===== config.mk =====
export PLATFORM = sky130hd
export DESIGN_NAME = pas_cell
export DESIGN_NICKNAME = d
export VERILOG_FILES = /design/src/rtl/pas_pkg.sv /design/src/rtl/pas_cell.sv
export SDC_FILE = /design/constraint.sdc
export NUM_CORES = 1
export LEC_CHECK = 0
export BUFFER_PORTS_ARGS = -buffer_cell sky130_fd_sc_hd__buf_2
export CORE_ASPECT_RATIO = 0.8
export CORE_MARGIN = 1.5
export CORE_UTILIZATION = 35
export CTS_BUF_LIST = sky130_fd_sc_hd__clkbuf_4 sky130_fd_sc_hd__clkbuf_8
export CTS_CLUSTER_DIAMETER = 80
export DETAILED_ROUTE_END_ITERATION = 10
export SLEW_MARGIN = 20
export SYNTH_ARGS = -nofsm -noshare
export SYNTH_HDL_FRONTEND = slang
export SYNTH_SLANG_ARGS = --single-unit

===== constraint.sdc =====
create_clock -name i_clk -period 8.5 [get_ports i_clk]
set_input_delay 0.85 -clock i_clk [delete_from_list [all_inputs] [get_ports i_clk]]
set_output_delay 0.85 -clock i_clk [all_outputs]
set_load 0.05 [all_outputs]

===== src/rtl/pas_pkg.sv =====
// ----------------------------------------------------------------------------
// pas_pkg: shared types and constants of the priority aging scheduler
// Field widths of one job slot and the token that walks the cell chain.
// ----------------------------------------------------------------------------
package pas_pkg;

    localparam int unsigned TimeW  = 32;
    localparam int unsigned ArrW   = 16;
    localparam int unsigned BurstW = 16;
    localparam int unsigned PrioW  = 8;
    localparam int unsigned SlotW  = 4;
    localparam logic [15:0] AgingReset = 16'd5;
    localparam logic [31:0] TimeMax    = 32'hFFFF_FFFF;

    localparam logic FuncLoad = 1'b0;
    localparam logic FuncTick = 1'b1;

    // best-candidate token passed from cell to cell during the pick pass
    typedef struct packed {
        logic              found;
        logic [PrioW-1:0]  prio;
        logic [ArrW-1:0]   arr;
        logic [SlotW-1:0]  slot;
    } t_best;

    typedef enum logic [2:0] {
        ST_IDLE,
        ST_PICK,
        ST_AGE,
        ST_OUT
    } t_state;

endpackage


===== src/rtl/pas_cell.sv =====
// ----------------------------------------------------------------------------
// pas_cell: one job slot of the scheduler chain
// Holds the slot state and compares itself against the token passing by.
// ----------------------------------------------------------------------------
module pas_cell
    import pas_pkg::*;
#(
    parameter logic [SlotW-1:0] ID = '0
) (
    input  logic              i_clk,
    input  logic              i_rst_n,
    // load port
    input  logic              i_load,
    input  logic [ArrW-1:0]   i_arr,
    input  logic [BurstW-1:0] i_burst,
    input  logic [PrioW-1:0]  i_prio,
    // tick control
    input  logic              i_mark,      // readiness / aging-clock restart
    input  logic              i_pick,      // this cell's turn in the pick pass
    input  logic              i_age,       // aging and run step
    input  logic [TimeW-1:0]  i_now,
    input  logic [15:0]       i_interval,
    input  logic [SlotW-1:0]  i_best_slot,
    input  t_best             i_tok,
    output t_best             o_tok,
    output logic              o_finish,
    output logic [BurstW-1:0] o_burst,
    output logic [ArrW-1:0]   o_arr,
    output logic              o_pending
);

    logic              r_valid, r_done, r_was;
    logic [ArrW-1:0]   r_arr;
    logic [BurstW-1:0] r_burst, r_left;
    logic [PrioW-1:0]  r_prio;
    logic [TimeW-1:0]  r_mark;
    logic              ready;
    logic              better;
    logic [TimeW:0]    waited;
    logic [TimeW-1:0]  now_inc;

    assign ready = r_valid && !r_done && ({16'd0, r_arr} <= i_now) && (r_left != '0);
    assign now_inc = (i_now == TimeMax) ? i_now : i_now + 32'd1;
    assign waited = (r_mark > i_now) ? '0 : {1'b0, i_now - r_mark} + 33'd1;

    // token compare
    assign better = ready && (!i_tok.found || r_prio < i_tok.prio ||
                    (r_prio == i_tok.prio && r_arr < i_tok.arr));
    always_comb begin
        o_tok = i_tok;
        if (i_pick && better) begin
            o_tok = '{found: 1'b1, prio: r_prio, arr: r_arr, slot: ID};
        end
    end

    assign o_finish  = (i_best_slot == ID) && (r_left == BurstW'(1));
    assign o_burst   = r_burst;
    assign o_arr     = r_arr;
    assign o_pending = r_valid && !r_done;

    // control state
    always_ff @(posedge i_clk) begin
        if (!i_rst_n) begin
            r_valid <= 1'b0;
            r_done  <= 1'b0;
            r_was   <= 1'b0;
        end else if (i_load) begin
            r_valid <= 1'b1;
            r_done  <= (i_burst == '0);
            r_was   <= 1'b0;
        end else if (i_mark) begin
            r_was <= ready;
        end else if (i_age && ready && i_best_slot == ID && r_left == BurstW'(1)) begin
            r_done <= 1'b1;
        end
    end

    // payload
    always_ff @(posedge i_clk) begin
        if (i_load) begin
            r_arr   <= i_arr;
            r_burst <= i_burst;
            r_left  <= i_burst;
            r_prio  <= i_prio;
            r_mark  <= '0;
        end else if (i_mark) begin
            if (ready && !r_was) r_mark <= i_now;
        end else if (i_age && ready) begin
            if (i_best_slot == ID) begin
                r_left <= r_left - BurstW'(1);
            end else if (waited >= {17'd0, i_interval}) begin
                if (r_prio != '0) r_prio <= r_prio - PrioW'(1);
                r_mark <= now_inc;
            end
        end
    end

endmodule


[Word level (Yosys, flattened, before mapping)]
Cells that the tools add are included.
Widths: inputs -> output; s select.
Operators by class
  magnitude comparators: 5
  bitwise gates (word level): 1
  muxes and demuxes: 21
  add/subtract/negate cells: 5
  equal/unequal tests: 7
  reductions and logical operators: 32
Operators with widths (count)
  $mux 32: 6
  $mux 16: 4
  $mux 8: 6
  $add 32x1->33 const B: 1
  $ge 33x16->1: 1
  $mux 33: 1
  $add 32x1->32 const B: 1
  $eq 32x32->1 const B: 1
  $gt 32x32->1: 1
  $le 16x32->1: 1
  $sub 32x32->32: 1
  $mux 29: 1
  $eq 16x1->1 const B: 1
  $logic_not 16->1: 1
  $lt 16x16->1: 1
  $reduce_bool 16->1: 1
  $sub 16x1->16 const B: 1
  $reduce_bool 2->1: 7
  $logic_and 1x1->1: 11
  $eq 8x8->1: 1
  $lt 8x8->1: 1
  $reduce_bool 8->1: 1
  $sub 8x1->8 const B: 1
  $ne 2x2->1 const B: 3
  11 further kinds: 16
Word-level totals
  flip-flop bits (word level): 91
  logic and storage cells: 79
  output and inout port bits: 63

[Longest topological paths before layout]
Gate-level depths: netlist of the first run.
  depth after elaboration: 10
  gate-level depth with buffers: 27
  mapped depth without buffers: 26

[Worst setup path before layout of the first run]
No wires, ideal clock.
  path type: in2reg
  from: input i_now[0]
  to: register r_prio[0] (enable)
  cell stages on the path: 26
  path buffers: 2
  required time: 8193 ps
  arrival time: 5883 ps
  path slack: 2309 ps
  cells stage by stage: inv_1 > ha_1 > fa_1 > nor2b_4 > o31a_1 > o211ai_1 > a2111oi_1 > o41ai_1 > o21bai_1 > a21o_1 > a21oi_1 > clkbuf_1 > nor2_1 > ha_1 > o21a_1 > o21a_1 > o21ai_0 > nand2b_1 > a21oi_1 > o211ai_1 > a221o_1 > nor4_1 > o2111ai_1 > o21ai_2 > buf_2 > o21bai_1
On the way
  longest elaborated chain between the ends: 6
Ends and longest elaborated chain
  from (decl): RTL line pas_cell.sv:21  | input logic [TimeW-1:0] i_now,
  $sub 32x32->32 or $le 16x32->1 (tied branches): RTL line pas_cell.sv:44, pas_cell.sv:42
  $add 32x1->33 or $logic_and 1x1->1 (tied branches): RTL line pas_cell.sv:44, pas_cell.sv:42
  $mux 33 or $logic_and 1x1->1 (tied branches): RTL line pas_cell.sv:44, pas_cell.sv:42
  $ge 33x16->1 or $logic_and 1x1->1 (tied branches): RTL line pas_cell.sv:91, pas_cell.sv:88
  $reduce_bool 2->1 (no source line)
  $reduce_and 5->1 (no source line) (*)
  to (signal assigned): RTL line pas_cell.sv:84  | r_prio <= i_prio;
  to (signal assigned): RTL line pas_cell.sv:92  | if (r_prio != '0) r_prio <= r_prio - PrioW'(1);
  to (decl): RTL line pas_cell.sv:35  | logic [PrioW-1:0] r_prio;
Every way passes the cells marked *; elsewhere a longest branch is shown, timed or not.
A chain may end at the register's enable or synchronous reset.

[Worst setup path in the final report of the first run]
  from: input i_now[0]
  to: register r_mark[18]
On the way
  longest elaborated chain between the ends: 6
Ends and longest elaborated chain
  $sub 32x32->32, or another cell as far along: RTL line pas_cell.sv:44  | assign waited = (r_mark > i_now) ? '0 : {1'b0, i_now - r_mark} + 33'd1;
  $add 32x1->33, or another cell as far along: RTL line pas_cell.sv:44
  $mux 33, or another cell as far along: RTL line pas_cell.sv:44
  $ge 33x16->1, or another cell as far along: RTL line pas_cell.sv:91  | end else if (waited >= {17'd0, i_interval}) begin
  $reduce_bool 2->1 (no source line), or another cell as far along
  $reduce_and 4->1 (no source line) or $mux 32 (tied branches)
  to (signal assigned): RTL line pas_cell.sv:87  | if (ready && !r_was) r_mark <= i_now;
  to (signal assigned): RTL line pas_cell.sv:93  | r_mark <= now_inc;
  to (decl): RTL line pas_cell.sv:36  | logic [TimeW-1:0] r_mark;
Several ways; a longest one is shown, not always the timed one. The select of a mux whose other input is x is not followed.

==> results.py, run 1 <==
metrics = {
    "sta": {
        "max_clock_freq_mhz": 143,
        "timing_hold_violations_final": 0,
        "timing_worst_slew_pin_value_ns": 1.02,
        "finalCriticalPeriod_ns": 6.98,
        "setup_violations": 0,
        "finalClockSkew_ns": 0.0157,
        "maxSlewViolCount": 0,
        "finalCritPeriodShare": 0.821,
        "grt_setup_unrepaired": "no",
        "setup_total_negative_slack_ns": 0,
        "final.hold.worst_slack_ns": 0.477,
        "slew_headroom": 0.316,
    },
    "floorplan": {
        "fp-row-count": 52,
        "fp.coreArea_sq_mm": 0.0254,
        "die_y_um": 147,
        "dieArea_sq_mm": 0.0270,
        "start_util": 0.358,
        "dieWidth_um": 183,
        "design.portCount": 190,
    },
    "yosys": {
        "post_synth_main_area_contributors": "edfxtp_1, ha_1, dfxtp_1",
        "netlist_top_cells_count": "inv_1, nand2_1, ha_1",
        "synth_fp_nets": 1318,
        "synth_seq_cells": 91,
        "ys_async_sr_fraction": 0,
        "synth_enable_flop_cells": 56,
        "syn_area_cell_sq_um": 8.29,
        "synth_top_area_share": 0.185,
        "synth_seq_area_share": 0.262,
        "count_of_cell_types_in_the_netlist": 77,
        "mappedNetlistArea_sq_mm": 0.00910,
        "synth_flop_cell": "edfxtp_1",
        "synth_largest_area_cell": "edfxtp_1",
        "yosys_warnings": 0,
        "yosys.cell_count.top_type": "inv_1",
        "synthCells": 1098,
    },
    "power_and_ir_drop": {
        "power-per-cell-area_mw_per_mm2": 146,
        "total_leakage_power_nw": 4.32,
        "worst_ir_drop_vdd_mv": 0.0708,
    },
    "global_routing": {
        "grt_pass1_wl_mm": 42.1,
        "grt_max_degree": 73,
        "grtUsageTotal": 0.194,
        "grt_overflow_total": 0,
        "vias_in_the_first_global_route": 8093,
        "initial_antenna_violation_count": 2,
    },
    "setup_path": {
        "crit_fanout": 31,
        "critical-path-max-stage-delay_ns": 0.57,
        "worst_ep_arrival_time_ns": 7.25,
        "worst-setup-path-type": "in2reg",
        "r2r.worst_path.cells": 27,
        "critPathLaunchType": "input port",
        "master_of_the_slowest_instance_on_the_critical_path": "nand2_2",
        "critPathCaptureType": "flip-flop",
        "critPathRequiredTime_ns": 8.77,
    },
    "detailed_routing": {
        "route.vias.total": 8768,
        "antenna_violating_nets_post_route": 0,
        "drt_pass1_iterations": 5,
        "wire_per_inst_um": 16.6,
        "post_detailed_route_via_to_cell_ratio": 5.40,
        "drc": 0,
        "drt_iter0_markers": 599,
        "postRouteWirelength_mm": 26.9,
    },
    "cells_and_area": {
        "area_growth_pct": 16.0,
        "finish.net_count": 1487,
        "nFillCells": 2623,
        "final_core_utilization": 0.415,
        "drive_above_1_share": 0.219,
    },
    "clocking": {
        "cts-root-to-sink-buffers": 2,
        "post_cts.resized_instances": 0,
        "clk_root_buffer_cell": "clkbuf_8",
        "insertion_delay_ns": 0.38,
        "ctsHtreeMaxLevel": 3,
        "tritoncts.num_buffers": 9,
        "cts.repair_timing.setup_buffer_count": 0,
        "clkTransAtPathRegs_ns": 0.09,
        "clock_tree_from_tritoncts": "yes",
        "cts_num_sinks": 91,
        "hold_buffers": 0,
    },
    "placed_design": {
        "total_of_buffers_placed_on_input_and_output_ports": 189,
        "globalplace.congestion": 0.903,
        "detailed_place_hpwl_mm": 21.9,
    },
    "worst_hold_path": {
        "hold_depth": 1,
        "worst_min_delay_path_class": "reg2reg",
    },
    "run_status": {
        "status": "completed",
    },
    "job": {
        "cap_violations": 0,
    },
}
-- power breakdown --
group / leakage, nW / switching (mW) / internal [mW]
logic: 3.40 / 0.458 / 0.268
clock network: 0.0876 / 0.171 / 0.108
registers: 0.839 / 0.0291 / 0.510
total: 4.32 / 0.658 / 0.886
-- final cells by class --
class	count	area, sq um	share of cell area
clock buffer	9	124	0.0117
sequential	91	2380	0.226
antenna	2	5.00	0.000474
clock inverter	7	51.3	0.00486
multi-input combinational	867	6180	0.585
timing repair buffer	195	993	0.0941
inverter	103	387	0.0366
tap	351	439	0.0416
-- state kept, by name, indices dropped and copies added (netlist names) --
register,cells
r_mark,32
o_arr,16
r_prio,8
r_done,1
o_burst,16
r_was,1
r_valid,1
r_left,16
-- cell families after synthesis --
group / share of synthesized area
AND/OR/NAND/NOR: 0.224
AO/OA/AOI/OAI: 0.209
buffers and inverters: 0.0598
adder cells (fa/ha/maj): 0.129
flip-flops: 0.262
XOR/XNOR: 0.0779
multiplexers: 0.0389
-- metrics by stage --
step | power [mW] | setup slack, ns | area (sq um) | cells
after global placement | 1.26 | 1.38 | 10400 | 1607
after floorplan | 1.08 | 2.31 | 9100 | 1098
final | 1.54 | 1.52 | 10600 | 1625
after CTS | 1.55 | 1.59 | 10600 | 1623
after global routing | 1.65 | 1.02 | 10600 | 1623
after detailed placement | 1.27 | 1.21 | 10400 | 1607
-- cell usage in the layout, fill, tap and decap left out, types with 5 or more instances in the layout --
| cell | instances |
|---|---|
| o21a_1 | 11 |
| a31oi_1 | 7 |
| edfxtp_1 | 56 |
| and4_1 | 6 |
| nor4_1 | 26 |
| o21ai_1 | 5 |
| buf_2 | 188 |
| a211o_1 | 5 |
| o21ai_0 | 71 |
| nor2b_1 | 27 |
| mux2i_1 | 5 |
| nand3_1 | 25 |
| a221oi_2 | 19 |
| nor3_1 | 38 |
| or3_1 | 9 |
| dfxtp_1 | 35 |
| a21oi_1 | 55 |
| buf_4 | 7 |
| clkbuf_8 | 9 |
| ha_1 | 92 |
| xnor2_1 | 53 |
| nand2_1 | 97 |
| xor2_1 | 28 |
| a21o_1 | 17 |
| mux2_2 | 27 |
| o211ai_1 | 6 |
| nor2_1 | 81 |
| and2_1 | 10 |
| nand4_1 | 33 |
| nand2b_1 | 13 |
| inv_1 | 103 |
| a211oi_1 | 11 |
| a211oi_2 | 10 |
-- worst paths after layout --
| check | startpoint | end | slack (ns) |
|---|---|---|---|
| max | i_now[0] | r_mark[18] | 1.52 |
| min | r_valid | r_valid | 0.48 |
| max reg2reg | r_mark[5] | r_mark[18] | 1.83 |
| min reg2reg | r_valid | r_valid | 0.48 |
-- per-layer routing --
layer | up-vias | routed length, um | GRT usage
met5 | - | 0 | 0
met4 | 0 | 318 | 0.0373
met3 | 21 | 1650 | 0.0340
met2 | 270 | 11300 | 0.290
met1 | 4114 | 13700 | 0.291
li1 | 4363 | - | -
-- worst max-delay path, delay by kind of cell --
family,cells,cell delay (ns)
adder cells (fa/ha/maj),3,0.91
AO/OA/AOI/OAI,15,3.00
buffers and inverters,4,0.60
AND/OR/NAND/NOR,6,1.35
multiplexers,1,0.50
Note: power is estimated with default switching activity, not from simulation.
==> inputs of run 2 (changes only) <==
==> constraint.sdc (replaced) <==
create_clock -name i_clk -period 7.3 [get_ports i_clk]
set_input_delay 0.73 -clock i_clk [delete_from_list [all_inputs] [get_ports i_clk]]
set_output_delay 0.73 -clock i_clk [all_outputs]
set_load 0.05 [all_outputs]
==> results.py, run 2 (synthesis results as in run 1) <==
metrics = {
    "floorplan": {
        "dieArea_sq_mm": 0.0270,
        "fp-row-count": 52,
        "fp.coreArea_sq_mm": 0.0254,
        "die_y_um": 147,
        "start_util": 0.358,
        "dieWidth_um": 183,
        "design.portCount": 190,
    },
    "power_and_ir_drop": {
        "power_frac_clock": 0.178,
        "total_leakage_power_nw": 4.36,
        "power.share.switching": 0.424,
        "worst_ir_drop_vdd_mv": 0.0953,
        "power-per-cell-area_mw_per_mm2": 170,
        "combPwrFrac": 0.473,
        "power.switching_mw": 0.764,
        "power_frac_seq": 0.349,
        "power_report.internal_total_mw": 1.04,
    },
    "setup_path": {
        "crit_fanout": 14,
        "critPathCaptureType": "flip-flop",
        "cp_top_family": "compound AO/OA/AOI/OAI gates",
        "master_of_the_slowest_instance_on_the_critical_path": "a21oi_1",
        "critPathLaunchType": "input port",
        "worst_ep_arrival_time_ns": 6.88,
        "r2r.worst_path.cells": 28,
        "critPathBufInv": 4,
        "reg2reg_from": "r_mark[7]",
        "cp_common_cell": "a21oi_1",
        "rrSetupSlack_ns": 0.82,
        "critical_path.reg2reg.endpoint": "r_mark[19]",
        "critical-path-max-stage-delay_ns": 0.44,
        "worst-setup-path-type": "in2reg",
        "critPathRequiredTime_ns": 7.57,
    },
    "worst_hold_path": {
        "worst_min_delay_path_class": "reg2reg",
        "hp-start": "r_valid",
        "hold_depth": 1,
        "hold_endpoint": "r_valid",
    },
    "sta": {
        "grt_setup_unrepaired": "no",
        "finalCritPeriodShare": 0.905,
        "timing_hold_violations_final": 0,
        "timing_worst_slew_pin_value_ns": 0.934,
        "setup_total_negative_slack_ns": 0,
        "finalCriticalPeriod_ns": 6.61,
        "setup_violations": 0,
        "finalClockSkew_ns": 0.0201,
        "maxSlewViolCount": 0,
        "max_clock_freq_mhz": 151,
        "slew_headroom": 0.375,
    },
    "detailed_routing": {
        "postRouteWirelength_mm": 27.0,
        "route.vias.total": 8751,
        "drt_pass1_iterations": 6,
        "drt_iter0_markers": 736,
        "antenna_violating_nets_post_route": 0,
        "post_detailed_route_via_to_cell_ratio": 5.37,
        "wire_per_inst_um": 16.5,
        "drc": 0,
    },
    "clocking": {
        "hold_buffers": 0,
        "clock_tree_from_tritoncts": "yes",
        "cts.repair_timing.setup_buffer_count": 0,
        "cts-root-to-sink-buffers": 2,
        "clk_root_buffer_cell": "clkbuf_8",
        "cts_num_sinks": 91,
        "ctsHtreeMaxLevel": 3,
        "insertion_delay_ns": 0.37,
        "clkTransAtPathRegs_ns": 0.10,
        "post_cts.resized_instances": 0,
        "tritoncts.num_buffers": 9,
    },
    "global_routing": {
        "vias_in_the_first_global_route": 8123,
        "grt_overflow_total": 0,
        "grtUsageTotal": 0.198,
        "grt_max_degree": 80,
        "grt_pass1_wl_mm": 42.9,
        "initial_antenna_violation_count": 2,
    },
    "cells_and_area": {
        "area_growth_pct": 16.6,
        "fin_area_sq_mm": 0.0106,
        "largest_register_ff_count": 32,
        "registers.top_by_ff_count": "r_mark",
        "finish.net_count": 1493,
        "drive_above_1_share": 0.222,
        "final_common_cell": "buf_2",
        "final_cell_mix": "buf_2, inv_1, nand2_1, ha_1, nor2_1",
        "final_core_utilization": 0.417,
    },
    "placed_design": {
        "post_dp_cell_area_sq_mm": 0.0104,
        "globalplace.congestion": 0.919,
        "detailed_place_hpwl_mm": 22.0,
        "total_of_buffers_placed_on_input_and_output_ports": 189,
    },
    "job": {
        "cap_violations": 0,
    },
    "run_status": {
        "status": "completed",
    },
}
run 2: changes by cell type in the layout (fill, tap and decap cells not counted), sizes merged:
cell | before | now
clkinv | 4 | 3
inv | 105 | 106
buf | 195 | 201
run 2: area by class of cell:
class / count / area [sq um]
fill: 2614 / 14800
multi-input combinational: 867 / 6180
sequential: 91 / 2380
timing repair buffer: 201 / 1050
tap: 351 / 439
inverter: 103 / 387
clock buffer: 9 / 124
clock inverter: 7 / 48.8
antenna: 2 / 5.00
run 2: how the worst max path moves through the flow:
stage | from | endpoint | slack [ns] | cells after the start
2_1_floorplan | i_now[0] | r_prio[0] | 1.23 | 26
3_3_place_gp | i_now[7] | r_mark[19] | 0.62 | 27
3_5_place_dp | i_now[0] | r_mark[19] | 0.39 | 30
4_1_cts | i_now[0] | r_mark[19] | 0.77 | 30
5_1_grt | i_now[7] | r_mark[19] | 0.41 | 28
6_report | i_now[7] | r_mark[19] | 0.69 | 28
run 2: power groups by stage:
stage               Combinational [mW]  Clock (mW)  Sequential (mW)
floorplan                        0.574           0            0.678
global placement                 0.837           0            0.640
detailed placement               0.845           0            0.641
CTS                              0.849       0.332            0.629
global route                     0.945       0.351            0.635
finish                           0.852       0.320            0.628
run 2: stage by stage:
| stage | power, mW | hold slack (ns) | instances | setup WS [ns] |
|---|---|---|---|---|
| 2_1_floorplan | 1.25 | 0.433 | 1098 | 1.23 |
| 3_3_place_gp | 1.48 | 0.445 | 1613 | 0.618 |
| 3_5_place_dp | 1.49 | 0.462 | 1613 | 0.387 |
| 4_1_cts | 1.81 | 0.485 | 1629 | 0.766 |
| 5_1_grt | 1.93 | 0.497 | 1629 | 0.407 |
| 6_report | 1.80 | 0.482 | 1631 | 0.693 |
run 2: per-layer routing:
metal,share of wire,track usage,wire [um],up-vias
met3,0.065,0.0352,1770,17
met5,0,0,0,-
met4,0.0092,0.0275,247,0
met1,0.50,0.301,13600,4077
li1,-,-,-,4374
met2,0.42,0.293,11400,283
